<file path="src/hw/rtl/tmpu_pkg.sv">
// ----------------------------------------------------------------------------
// Trapezoid motion profile unit: shared types
// Item layouts for the request and result channels, the configuration
// register set, and the widths of the fixed-point quantities.
// ----------------------------------------------------------------------------
package tmpu_pkg;

  // Position in whole counts, speed in unsigned 16.8, fine position in s25.8.
  localparam int unsigned PosW   = 24;
  localparam int unsigned SpeedW = 24;
  localparam int unsigned SpdAccW = 25;
  localparam int unsigned FineW  = 33;
  localparam int unsigned FracW  = 8;

  // Request codes.
  localparam logic [1:0] ReqTick  = 2'd0;
  localparam logic [1:0] ReqStart = 2'd1;
  localparam logic [1:0] ReqAbort = 2'd2;
  localparam logic [1:0] ReqNone  = 2'd3;

  // Event codes.
  localparam logic [1:0] EvNone   = 2'd0;
  localparam logic [1:0] EvDone   = 2'd1;
  localparam logic [1:0] EvAbort  = 2'd2;
  localparam logic [1:0] EvReject = 2'd3;

  // Configuration register indexes.
  localparam logic RegAccelStep = 1'b0;
  localparam logic RegTopSpeed  = 1'b1;

  // One request item.
  typedef struct packed {
    logic [1:0]               req_type;
    logic                     profile_mode;
    logic signed [PosW-1:0]   target_position;
    logic [SpeedW-1:0]        move_speed;
    logic                     torque_hold;
  } tmpu_in_t;

  // One result item.
  typedef struct packed {
    logic signed [PosW-1:0] cmd_position;
    logic                   busy_res;
    logic [1:0]             event_res;
  } tmpu_out_t;

  // Configuration register set.
  typedef struct packed {
    logic [SpeedW-1:0] accel_step;
    logic [SpeedW-1:0] top_speed;
  } tmpu_cfg_t;

endpackage

</file>
<file path="src/hw/rtl/tmpu_cfg.sv">
// ----------------------------------------------------------------------------
// Trapezoid motion profile unit: configuration registers
// Holds the acceleration step and the top speed, written through a plain
// write port.
// ----------------------------------------------------------------------------
module tmpu_cfg (
  input  logic                            clk_i,
  input  logic                            rst_ni,
  input  logic                            cfg_we_i,
  input  logic                            cfg_idx_i,
  input  logic [tmpu_pkg::SpeedW-1:0]     cfg_wdata_i,
  output tmpu_pkg::tmpu_cfg_t             cfg_o
);

  localparam logic RegAccelStep = tmpu_pkg::RegAccelStep;
  localparam logic RegTopSpeed  = tmpu_pkg::RegTopSpeed;

  localparam logic [tmpu_pkg::SpeedW-1:0] AccelReset = 24'd256;
  localparam logic [tmpu_pkg::SpeedW-1:0] TopReset   = 24'd65536;

  tmpu_pkg::tmpu_cfg_t cfg_q;

  // Register write decode.
  always_ff @(posedge clk_i or negedge rst_ni) begin
    if (!rst_ni) begin
      cfg_q.accel_step <= AccelReset;
      cfg_q.top_speed  <= TopReset;
    end else if (cfg_we_i) begin
      unique case (cfg_idx_i)
        RegAccelStep: cfg_q.accel_step <= cfg_wdata_i;
        RegTopSpeed:  cfg_q.top_speed  <= cfg_wdata_i;
        default:      cfg_q.top_speed  <= cfg_q.top_speed;
      endcase
    end
  end

  assign cfg_o = cfg_q;

endmodule

</file>
<file path="src/hw/rtl/tmpu_in_stage.sv">
// ----------------------------------------------------------------------------
// Trapezoid motion profile unit: input register
// Captures one request item and holds it until the profile core takes it.
// ----------------------------------------------------------------------------
module tmpu_in_stage (
  input  logic                 clk_i,
  input  logic                 rst_ni,
  input  logic                 in_valid_i,
  output logic                 in_ready_o,
  input  tmpu_pkg::tmpu_in_t   in_item_i,
  output logic                 item_vld_o,
  output tmpu_pkg::tmpu_in_t   item_o,
  input  logic                 item_take_i
);

  logic               vld_q;
  tmpu_pkg::tmpu_in_t item_q;
  logic               load;

  // The register frees up in the same cycle the core takes its item.
  assign in_ready_o = !vld_q || item_take_i;
  assign load       = in_valid_i && in_ready_o;

  always_ff @(posedge clk_i or negedge rst_ni) begin
    if (!rst_ni) begin
      vld_q <= 1'b0;
    end else if (load) begin
      vld_q <= 1'b1;
    end else if (item_take_i) begin
      vld_q <= 1'b0;
    end
  end

  // Payload needs no reset.
  always_ff @(posedge clk_i) begin
    if (load) begin
      item_q <= in_item_i;
    end
  end

  assign item_vld_o = vld_q;
  assign item_o     = item_q;

endmodule

</file>
<file path="src/hw/rtl/tmpu_core.sv">
// ----------------------------------------------------------------------------
// Trapezoid motion profile unit: profile core
// Holds the move state, applies one request item per cycle while the result
// register is free or draining, and registers the result item.
// ----------------------------------------------------------------------------
module tmpu_core (
  input  logic                 clk_i,
  input  logic                 rst_ni,
  input  tmpu_pkg::tmpu_cfg_t  cfg_i,
  input  logic                 item_vld_i,
  input  tmpu_pkg::tmpu_in_t   item_i,
  output logic                 item_take_o,
  output logic                 out_valid_o,
  input  logic                 out_ready_i,
  output tmpu_pkg::tmpu_out_t  out_item_o
);

  localparam int unsigned PosW  = tmpu_pkg::PosW;
  localparam int unsigned SpdW  = tmpu_pkg::SpdAccW;
  localparam int unsigned FineW = tmpu_pkg::FineW;
  localparam int unsigned FracW = tmpu_pkg::FracW;

  // Phase codes.
  localparam logic [2:0] PhIdle      = 3'd0;
  localparam logic [2:0] PhUp        = 3'd1;
  localparam logic [2:0] PhCruise    = 3'd2;
  localparam logic [2:0] PhDownFirst = 3'd3;
  localparam logic [2:0] PhDown      = 3'd4;
  localparam logic [2:0] PhRect      = 3'd5;

  // Request codes.
  localparam logic [1:0] ReqTick  = tmpu_pkg::ReqTick;
  localparam logic [1:0] ReqStart = tmpu_pkg::ReqStart;
  localparam logic [1:0] ReqAbort = tmpu_pkg::ReqAbort;

  // Event codes.
  localparam logic [1:0] EvNone   = tmpu_pkg::EvNone;
  localparam logic [1:0] EvDone   = tmpu_pkg::EvDone;
  localparam logic [1:0] EvAbort  = tmpu_pkg::EvAbort;
  localparam logic [1:0] EvReject = tmpu_pkg::EvReject;

  // Move state.
  logic signed [PosW-1:0]  cmd_q, cmd_d;
  logic signed [FineW-1:0] fine_q, fine_d;
  logic [SpdW-1:0]         speed_q, speed_d;
  logic                    neg_q, neg_d;
  logic signed [PosW-1:0]  origin_q, origin_d;
  logic signed [PosW-1:0]  goal_q, goal_d;
  logic signed [PosW-1:0]  mark_q, mark_d;
  logic [2:0]              phase_q, phase_d;
  logic [1:0]              event_d;

  // Result register.
  logic                 out_vld_q;
  tmpu_pkg::tmpu_out_t  out_q;

  logic step_en;
  logic busy;

  // Tick datapath.
  logic [SpdW-1:0]         speed_up, speed_dn, step_speed;
  logic signed [FineW-1:0] fine_adv;
  logic signed [PosW:0]    whole;
  logic signed [PosW:0]    goal_w;
  logic signed [PosW-1:0]  whole24;
  logic                    hit_goal, hit_mark, top_hit, low_speed;
  logic signed [PosW+1:0]  mirror;

  // Start datapath.
  logic signed [PosW:0]    diff_w, half_w, mark_start;
  logic signed [FineW-1:0] fine_start;
  logic                    neg_start;

  // An item is taken when the result register is free or drains this cycle.
  assign step_en     = item_vld_i && (!out_vld_q || out_ready_i);
  assign item_take_o = step_en;
  assign busy        = (phase_q != PhIdle);

  // Speed for this tick: ramp up, ramp down, or hold.
  assign speed_up = speed_q + {1'b0, cfg_i.accel_step};
  assign speed_dn = speed_q - {1'b0, cfg_i.accel_step};

  always_comb begin
    case (phase_q)
      PhUp:    step_speed = speed_up;
      PhDown:  step_speed = speed_dn;
      default: step_speed = speed_q;
    endcase
  end

  // Advance the fine position and compare against goal and ramp mark.
  assign fine_adv = neg_q ? (fine_q - $signed({{(FineW-SpdW){1'b0}}, step_speed}))
                          : (fine_q + $signed({{(FineW-SpdW){1'b0}}, step_speed}));
  assign whole    = $signed(fine_adv[FineW-1:FracW]);
  assign goal_w   = (PosW+1)'(goal_q);
  assign whole24  = $signed(whole[PosW-1:0]);
  assign hit_goal = neg_q ? (whole <= goal_w) : (whole >= goal_w);
  assign hit_mark = neg_q ? (whole24 <= mark_q) : (whole24 >= mark_q);
  assign top_hit  = (step_speed >= {1'b0, cfg_i.top_speed});
  assign low_speed = (step_speed < {1'b0, cfg_i.accel_step});
  assign mirror   = (PosW+2)'(origin_q) - (PosW+2)'(whole24) + (PosW+2)'(goal_q);

  // Midpoint of the move, halved with rounding toward zero.
  assign diff_w     = (PosW+1)'(item_i.target_position) - (PosW+1)'(cmd_q);
  assign half_w     = $signed(diff_w + {{PosW{1'b0}}, diff_w[PosW]}) >>> 1;
  assign mark_start = half_w + (PosW+1)'(cmd_q);
  assign fine_start = {cmd_q[PosW-1], cmd_q, {FracW{1'b0}}};
  assign neg_start  = ($signed(item_i.target_position) < cmd_q);

  // Next move state for the item in the input register.
  always_comb begin
    cmd_d    = cmd_q;
    fine_d   = fine_q;
    speed_d  = speed_q;
    neg_d    = neg_q;
    origin_d = origin_q;
    goal_d   = goal_q;
    mark_d   = mark_q;
    phase_d  = phase_q;
    event_d  = EvNone;

    unique case (item_i.req_type)
      ReqTick: begin
        if (busy && !item_i.torque_hold) begin
          fine_d  = fine_adv;
          speed_d = step_speed;
          if (hit_goal) begin
            cmd_d   = goal_q;
            phase_d = PhIdle;
            speed_d = '0;
            event_d = EvDone;
          end else begin
            cmd_d = whole24;
            unique case (phase_q) inside
              PhUp: begin
                if (hit_mark) begin
                  phase_d = PhDownFirst;
                end else if (top_hit) begin
                  mark_d  = mirror[PosW-1:0];
                  phase_d = PhCruise;
                end
              end
              PhCruise: begin
                if (hit_mark) begin
                  phase_d = PhDownFirst;
                end
              end
              PhDownFirst, PhDown: begin
                if (low_speed) begin
                  cmd_d   = goal_q;
                  phase_d = PhIdle;
                  speed_d = '0;
                  event_d = EvDone;
                end else begin
                  phase_d = PhDown;
                end
              end
              default: begin
                phase_d = phase_q;
              end
            endcase
          end
        end
      end
      ReqStart: begin
        if (busy) begin
          event_d = EvReject;
        end else begin
          origin_d = cmd_q;
          fine_d   = fine_start;
          goal_d   = item_i.target_position;
          neg_d    = neg_start;
          if (item_i.profile_mode == 1'b0) begin
            mark_d  = mark_start[PosW-1:0];
            speed_d = '0;
            phase_d = PhUp;
          end else begin
            speed_d = {1'b0, item_i.move_speed};
            phase_d = PhRect;
          end
        end
      end
      ReqAbort: begin
        if (busy) begin
          phase_d = PhIdle;
          speed_d = '0;
          event_d = EvAbort;
        end
      end
      default: begin
        event_d = EvNone;
      end
    endcase
  end

  // Move state registers.
  always_ff @(posedge clk_i or negedge rst_ni) begin
    if (!rst_ni) begin
      cmd_q    <= '0;
      fine_q   <= '0;
      speed_q  <= '0;
      neg_q    <= 1'b0;
      origin_q <= '0;
      goal_q   <= '0;
      mark_q   <= '0;
      phase_q  <= PhIdle;
    end else if (step_en) begin
      cmd_q    <= cmd_d;
      fine_q   <= fine_d;
      speed_q  <= speed_d;
      neg_q    <= neg_d;
      origin_q <= origin_d;
      goal_q   <= goal_d;
      mark_q   <= mark_d;
      phase_q  <= phase_d;
    end
  end

  // Result valid flag.
  always_ff @(posedge clk_i or negedge rst_ni) begin
    if (!rst_ni) begin
      out_vld_q <= 1'b0;
    end else if (step_en) begin
      out_vld_q <= 1'b1;
    end else if (out_ready_i) begin
      out_vld_q <= 1'b0;
    end
  end

  // Result payload.
  always_ff @(posedge clk_i) begin
    if (step_en) begin
      out_q.cmd_position <= cmd_d;
      out_q.busy_res     <= (phase_d != PhIdle);
      out_q.event_res    <= event_d;
    end
  end

  assign out_valid_o = out_vld_q;
  assign out_item_o  = out_q;

  // An idle profile never keeps a speed.
  a_idle_speed_zero: assert property (@(posedge clk_i) disable iff (!rst_ni)
    (phase_q == PhIdle) |-> (speed_q == '0))
    else $error("speed left over while idle");

  // The down ramp never runs below one acceleration step.
  a_down_speed: assert property (@(posedge clk_i) disable iff (!rst_ni)
    (phase_q == PhDown) |-> (speed_q >= {1'b0, cfg_i.accel_step}))
    else $error("down ramp speed below acceleration step");

  // A finished move reports idle and sits on its goal.
  a_done_at_goal: assert property (@(posedge clk_i) disable iff (!rst_ni)
    (out_vld_q && (out_q.event_res == EvDone)) |->
      (!out_q.busy_res && (out_q.cmd_position == goal_q)))
    else $error("finished move not at goal");

  // A rejected start only happens while a move is running.
  a_reject_busy: assert property (@(posedge clk_i) disable iff (!rst_ni)
    (out_vld_q && (out_q.event_res == EvReject)) |-> out_q.busy_res)
    else $error("start rejected while idle");

  // An abort or a finish leaves the profile idle.
  a_end_idle: assert property (@(posedge clk_i) disable iff (!rst_ni)
    (step_en && ((event_d == EvAbort) || (event_d == EvDone))) |=> (phase_q == PhIdle))
    else $error("move still running after it ended");

endmodule

</file>
<file path="src/hw/rtl/trapezoid_motion_profile_unit.sv">
// ----------------------------------------------------------------------------
// Trapezoid motion profile unit
// Generates a trapezoidal or rectangular speed profile for one axis and
// reports the commanded position after every request item.
//
//   Channel   Direction  Handshake               Payload
//   in        input      in_valid_i / in_ready_o  tmpu_in_t   (request item)
//   out       output     out_valid_o / out_ready_i tmpu_out_t (result item)
//   cfg       input      cfg_we_i                 cfg_idx_i, cfg_wdata_i
//
// One item per cycle sustained while results are taken; each item's result
// passes through the input register, then the single tick/start pass into
// the result register. That pass, the speed add, position add and compares,
// sets the cycle time.
// Reset clears the move state to idle at position zero; no clearing pass.
// A stalled result holds in its register while the next item waits in the
// input register.
// ----------------------------------------------------------------------------
module trapezoid_motion_profile_unit (
  input  logic                         clk_i,
  input  logic                         rst_ni,
  input  logic                         in_valid_i,
  output logic                         in_ready_o,
  input  tmpu_pkg::tmpu_in_t           in_item_i,
  output logic                         out_valid_o,
  input  logic                         out_ready_i,
  output tmpu_pkg::tmpu_out_t          out_item_o,
  input  logic                         cfg_we_i,
  input  logic                         cfg_idx_i,
  input  logic [tmpu_pkg::SpeedW-1:0]  cfg_wdata_i
);

  tmpu_pkg::tmpu_cfg_t cfg;
  tmpu_pkg::tmpu_in_t  item;
  logic                item_vld;
  logic                item_take;

  // Configuration registers.
  tmpu_cfg u_cfg (
    .clk_i       (clk_i),
    .rst_ni      (rst_ni),
    .cfg_we_i    (cfg_we_i),
    .cfg_idx_i   (cfg_idx_i),
    .cfg_wdata_i (cfg_wdata_i),
    .cfg_o       (cfg)
  );

  // Input register.
  tmpu_in_stage u_in_stage (
    .clk_i       (clk_i),
    .rst_ni      (rst_ni),
    .in_valid_i  (in_valid_i),
    .in_ready_o  (in_ready_o),
    .in_item_i   (in_item_i),
    .item_vld_o  (item_vld),
    .item_o      (item),
    .item_take_i (item_take)
  );

  // Profile core and result register.
  tmpu_core u_core (
    .clk_i       (clk_i),
    .rst_ni      (rst_ni),
    .cfg_i       (cfg),
    .item_vld_i  (item_vld),
    .item_i      (item),
    .item_take_o (item_take),
    .out_valid_o (out_valid_o),
    .out_ready_i (out_ready_i),
    .out_item_o  (out_item_o)
  );

endmodule
</file>
<file path="config.mk">
export PLATFORM = sky130hd
export DESIGN_NAME = trapezoid_motion_profile_unit
export DESIGN_NICKNAME = d
export VERILOG_FILES = /design/src/hw/rtl/tmpu_pkg.sv /design/src/hw/rtl/tmpu_cfg.sv /design/src/hw/rtl/tmpu_in_stage.sv /design/src/hw/rtl/tmpu_core.sv /design/src/hw/rtl/trapezoid_motion_profile_unit.sv
export SDC_FILE = /design/constraint.sdc
export NUM_CORES = 1
export LEC_CHECK = 0
export ABC_CLOCK_PERIOD_IN_PS = 8350
export BUFFER_PORTS_ARGS = -buffer_cell sky130_fd_sc_hd__buf_2
export CORE_AREA = 3 3 237 332
export CTS_CLUSTER_DIAMETER = 30
export DETAILED_ROUTE_END_ITERATION = 10
export DIE_AREA = 0 0 240 335
export PLACE_DENSITY = 0.52
export SYNTH_ARGS = -nofsm -noshare
export SYNTH_HDL_FRONTEND = slang
export SYNTH_SLANG_ARGS = --single-unit
</file>
<file path="constraint.sdc">
create_clock -name clk_i -period 8.35 [get_ports clk_i]
set_input_delay 0.4175 -clock clk_i [delete_from_list [all_inputs] [get_ports clk_i]]
set_output_delay 0.4175 -clock clk_i [all_outputs]
set_load 0.02 [all_outputs]
</file>
==> summary.txt, run 1 <==
Setup path
  • Worst R2R End: u_core.mark_q[17]
  • Worst EP arrival: 9.35 ns
  • Critical Path Fanout Max: 7
  • Worst setup EP type: flip-flop
  • Worst R2R Setup Slack: -0.51 ns
  • Worst Setup Start Kind: flip-flop
  • Crit path largest cell delay: 0.56 ns
  • Crit path to: u_core.mark_q[17]
  • Worst reg2reg path depth: 41
  • Critical path origin: u_cfg.cfg_o[29]
  • Crit path top cell by count: a21o_1
  • CP Class: reg -> reg
  • R2R Path Start: u_cfg.cfg_o[29]
  • CP Data Required Time: 8.84 ns
  • Crit path max-delay cell type: or4_4

Logic synthesis
  • Post-synthesis compound-gate area fraction: 0.202
  • Unique masters post-synth: 95
  • Synth Area per Inst: 9.07 µm²
  • Simple logic cell fraction of the synthesized area: 0.141
  • Mapped Area: 22700 µm²
  • Mapped Cells: 2500
  • Sequential area share after synthesis: 0.334
  • Adder-Cell Fraction of Synth Area: 0.151
  • EDFF count, synth: 79
  • Async S/R FF share, synth: 0.725
  • Largest area contributor in the netlist: dfrtp_1
  • Synth top area share: 0.227
  • Synth cell count leaders: nand2_1, ha_1, dfrtp_1
  • Yosys reg bits: 287
  • Area contributors post-synth: dfrtp_1, ha_1, edfxtp_1, xnor2_1, nand2_1
  • Main synth FF type: dfrtp_1
  • Most common cell in the synthesized netlist: nand2_1
  • Syn nets: 2840
  • Ys Warns: 0
  • Post-Synth XOR/XNOR Area: 0.0659
  • Mux cell area share after synthesis: 0.0559
  • Largest family of logic cells by synthesized area: compound AO/OA/AOI/OAI gates

Finish
  • Final net count: 3380
  • Diode count: 0
  • Layout cells sized above 1: 0.276
  • Syn-to-layout area delta: 38.1%
  • Final Instance Area: 31300 µm²
  • Post-layout util: 0.411

STA
  • Fin. max-slew vios: 0
  • Tightest Pin Transition: 1.31 ns
  • Fin worst setup slack: -0.509 ns
  • Period utilisation layout: 1.06
  • Worst slew margin: 0.124
  • Final Skew: 0.0387 ns
  • RSZ-0062 raised after global routing: yes
  • Fmax: 113 MHz
  • Minimum clock period: 8.86 ns
  • Setup_tns: -28.17 ns
  • Hold_ws: 0.0525 ns
  • Final Hold Viols: 0
  • Final Setup Violations: 101

CTS
  • CTS H-tree depth: 3
  • CTS tree: built
  • Root buffer cell: clkbuf_16
  • CTS Buffer Depth: 3
  • Clk_lat worst skew: 0.61 ns
  • Sink Count: 287
  • Clk slew on worst S/H paths: 0.05 ns
  • Total CTS buffers: 72

GRT
  • First-pass GRT wire length: 119 mm
  • Tot GR Track Use: 0.192
  • Largest net degree at the start of global routing: 91
  • Vias in the first global route: 21900
  • Total grt overflow: 0
  • Initial antenna violation count: 1

Min path
  • Hold depth: 3
  • Hold Startpoint: cfg_wdata_i[14]
  • Min-delay worst type: in -> reg

Route
  • Post-route DRC: 0
  • Vias post-DR: 20900
  • DR WL/cell: 19.2 µm
  • Drt via density: 5.12
  • Initial DRC Count: 1091
  • Final wirelength: 78.1 mm
  • Final ANT Viol Nets: 0
  • Number of detailed-route iterations in the first pass: 7

Job
  • Max-cap viol count: 0

Outcome
  • Failing checks: negative setup slack
  • Outcome: complete, but fails checks

Placement
  • Routability cong.: 0.881
  • I/O Buffers: 110
  • Cell Area, Placed: 26900 µm²
  • Estimated wirelength of the detail-placed design: 59.0 mm

Floorplan
  • Io pins: 111
  • Die X-Extent: 240 µm
  • Die height: 335 µm
  • # rows: 120
  • Initial Utilization: 0.297
  • CORE AREA: 76300 µm²
  • Die area: 80400 µm²
logic make-up (layout without fill, tap and decap cells):
family / count (synthesis) / in the layout
adder cells (fa/ha/maj): 258 / 258
multiplexers: 118 / 118
flip-flops: 287 / 287
buffers and inverters: 291 / 889
XOR/XNOR: 169 / 169
AND/OR/NAND/NOR: 661 / 661
AO/OA/AOI/OAI: 716 / 716
worst max-delay path: cells and delay by family, from the launching register on:
kind	cells	cell delay, ns
xor+xnor	4	0.58
compound gates	11	1.83
flops	1	0.38
simple gates	16	3.60
buf+inv	5	0.76
mux	2	0.62
fa+ha+maj	3	0.96
cells in the final DEF, fill, tap and decap left out, types with 36 or more instances in the layout:
cell type      Yosys  routed
buf_2              9     109
mux2_2            53      52
edfxtp_1          79      79
o21ai_0          151     138
o21ai_1           88      86
nor2_1           132     123
a21o_1            57      57
inv_1            196     195
a21oi_1          159     148
buf_4              4     372
dfrtp_1          206     206
ha_1             231     223
nor3_1            44      38
dlygate4sd3_1      0      54
xor2_1            45      44
clkbuf_16          0      74
o21a_1            36      36
xnor2_1          122     112
nand2_1          249     246
layer usage:
| layer | share of wire | vias up | wire, µm | global-route usage |
|---|---|---|---|---|
| met4 | 0.050 | 0 | 3890 | 0.104 |
| li1 | - | 10100 | - | - |
| met5 | 0 | - | 0 | 0 |
| met2 | 0.52 | 464 | 40700 | 0.357 |
| met3 | 0.033 | 164 | 2540 | 0.0226 |
| met1 | 0.40 | 10100 | 30900 | 0.209 |
repair_timing:
action	CTS	global route
hold buffers	54	0
pin swaps	45	64
resized for setup	81	126
setup buffers	18	19
endpoints found under the hold margin	141	0
endpoints found under the setup margin	102	102
cloned	6	0
sequential cells by signal (all words and copies together) (netlist names):
signal / count
u_in_stage.item_o: 52
u_cfg.cfg_o: 48
u_core.fine_q: 33
u_core.out_item_o: 27
u_core.speed_q: 25
u_core.cmd_q: 24
u_core.goal_q: 24
u_core.mark_q: 24
u_core.origin_q: 24
u_core.phase_q: 3
u_core.neg_q: 1
u_core.out_valid_o: 1
u_in_stage.item_vld_o: 1
metrics by stage:
stage          instances  setup WS (ns)
3_5_place_dp        3849         -0.871
4_1_cts             4059         -0.396
2_1_floorplan       2500         -0.352
3_3_place_gp        3849         -0.785
5_1_grt             4074         -0.872
6_report            4074         -0.509
area by class of cell:
class	instances	area, µm²
Fill cell	7449	45000
Clock inverter	45	478
Multi-Input combinational cell	1922	15000
Clock buffer	87	1950
Tap cell	976	1220
Inverter	198	743
Timing Repair Buffer	559	4300
Sequential cell	287	7580
worst min-delay path by stage:
stage                                       end
after floorplan                  u_cfg.cfg_o[0]
after global placement       u_core.out_valid_o
after detailed placement       u_core.fine_q[0]
after CTS                 u_in_stage.item_o[50]
after global routing      u_in_stage.item_o[50]
final                           u_cfg.cfg_o[38]
Power of run 1 is not shown: default switching activity piles up to over one toggle a cycle in this logic, so the estimate is an artifact.
==> run 2: changes to the inputs <==
CTS_BUF_LIST = sky130_fd_sc_hd__clkbuf_4   (was default)
==> summary.txt, run 2 (synthesis gave the netlist of run 1 again) <==
GRT
  • GRT busiest layer: met2
  • Initial antenna violation count: 2
  • Met1 Usage GRT: 0.206
  • First-pass GRT wire length: 120 mm
  • Tot GR Track Use: 0.192
  • Vias in the first global route: 22200
  • Met3 Usage GRT: 0.0271
  • GR Util met2: 0.358
  • Total grt overflow: 0
  • Largest net degree at the start of global routing: 91

Setup path
  • Crit path top cell by count: a21o_1
  • Crit path max-delay cell type: or4_4
  • Worst Setup Start Kind: flip-flop
  • Top cell family by delay on the critical path: simple AND/OR/NAND/NOR gates
  • Worst R2R Setup Slack: -0.49 ns
  • Worst EP arrival: 9.58 ns
  • CP Buf/Inv Count: 3
  • Worst setup EP type: flip-flop
  • Critical Path Fanout Max: 7
  • Crit path largest cell delay: 0.56 ns
  • CP Class: reg -> reg
  • CP Data Required Time: 9.09 ns

Outcome
  • Outcome: complete, but fails checks
  • Failing checks: negative setup slack

Placement
  • Routability cong.: 0.881
  • Placed cells: 3849
  • Estimated wirelength of the detail-placed design: 59.0 mm
  • I/O Buffers: 110
  • Cell Area, Placed: 26900 µm²

CTS
  • Total CTS buffers: 86
  • Clk_lat worst skew: 0.89 ns
  • CTS Buffer Depth: 3
  • Root buffer cell: clkbuf_4
  • Clk slew on worst S/H paths: 0.06 ns
  • CTS tree: built
  • Sink Count: 287
  • CTS H-tree depth: 3

Route
  • DR WL/cell: 19.0 µm
  • Drt via density: 5.10
  • Vias post-DR: 21100
  • Final wirelength: 78.6 mm
  • Initial DRC Count: 1204
  • Number of detailed-route iterations in the first pass: 5
  • Final ANT Viol Nets: 0
  • Post-route DRC: 0

STA
  • Fin worst setup slack: -0.491 ns
  • Minimum clock period: 8.84 ns
  • Final Setup Violations: 102
  • Tightest Pin Transition: 1.35 ns
  • Period utilisation layout: 1.06
  • Final Skew: 0.0658 ns
  • Fmax: 113 MHz
  • Setup_tns: -36.11 ns
  • Worst slew margin: 0.0912
  • Fin. max-slew vios: 0
  • Final Hold Viols: 0
  • RSZ-0062 raised after global routing: yes

Finish
  • Final non-filler cell total: 4137
  • Leading cell type in the layout, fill and taps excluded: buf_4
  • Max reg flops: 52
  • Most frequent cells in the layout: buf_4, nand2_1, ha_1
  • Final net count: 3426
  • Post-layout util: 0.400
  • Syn-to-layout area delta: 34.5%
  • Layout cells sized above 1: 0.285
  • Final Instance Area: 30500 µm²

Floorplan
  • Initial Utilization: 0.297
  • CORE AREA: 76300 µm²
  • Io pins: 111
  • # rows: 120
  • Die area: 80400 µm²
  • Die height: 335 µm
  • Die X-Extent: 240 µm

Min path
  • Min-delay worst type: in -> reg

Job
  • Max-cap viol count: 0
[run 2: routing by layer]
metal	up-vias	routed length, µm
met1	10100	30500
met3	187	2910
met4	0	4040
met2	488	41100
li1	10300	-
met5	-	0
[run 2: final cells by class]
type / instances / area (µm²)
fillers: 7616 / 45800
multi-input cells: 1922 / 15100
flip-flops and latches: 287 / 7580
repair buffers: 591 / 4710
well taps: 976 / 1220
clock buffers: 127 / 953
inverters: 198 / 743
clock inverters: 34 / 184
diodes: 2 / 5.00
[run 2: per-stage QoR]
stage	hold WS (ns)	setup slack, ns
6_report	0.151	-0.491
5_1_grt	0.173	-0.904
4_1_cts	0.0646	-0.428
3_5_place_dp	0.467	-0.871
3_3_place_gp	0.459	-0.785
2_1_floorplan	0.122	-0.352
[run 2: worst paths after layout]
path | from | endpoint | depth (start not counted)
max in group asynchronous | rst_ni | u_core.phase_q[0] | 3
max | u_cfg.cfg_o[30] | u_core.mark_q[3] | 40
min reg2reg | u_core.fine_q[0] | u_core.fine_q[0] | 2
max reg2reg | u_cfg.cfg_o[30] | u_core.mark_q[3] | 40
min | cfg_we_i | u_cfg.cfg_o[32] | 4
min in group asynchronous | rst_ni | u_core.speed_q[24] | 2
[run 2: tightest hold or removal path, delay by kind of cell]
family | cells | cell delay, ns
compound gates | 1 | 0.07
buf+inv | 1 | 0.10
simple gates | 2 | 0.39
[run 2: repair_timing]
item                       CTS  global route
gates cloned                 6             0
pin swaps                   73            65
setup endpoints to repair  102           102
gates resized for setup     98           153
setup buffers               27            17
hold endpoints to repair   190             0
hold buffers                81             0
Power of run 2 is left out for the same reason.
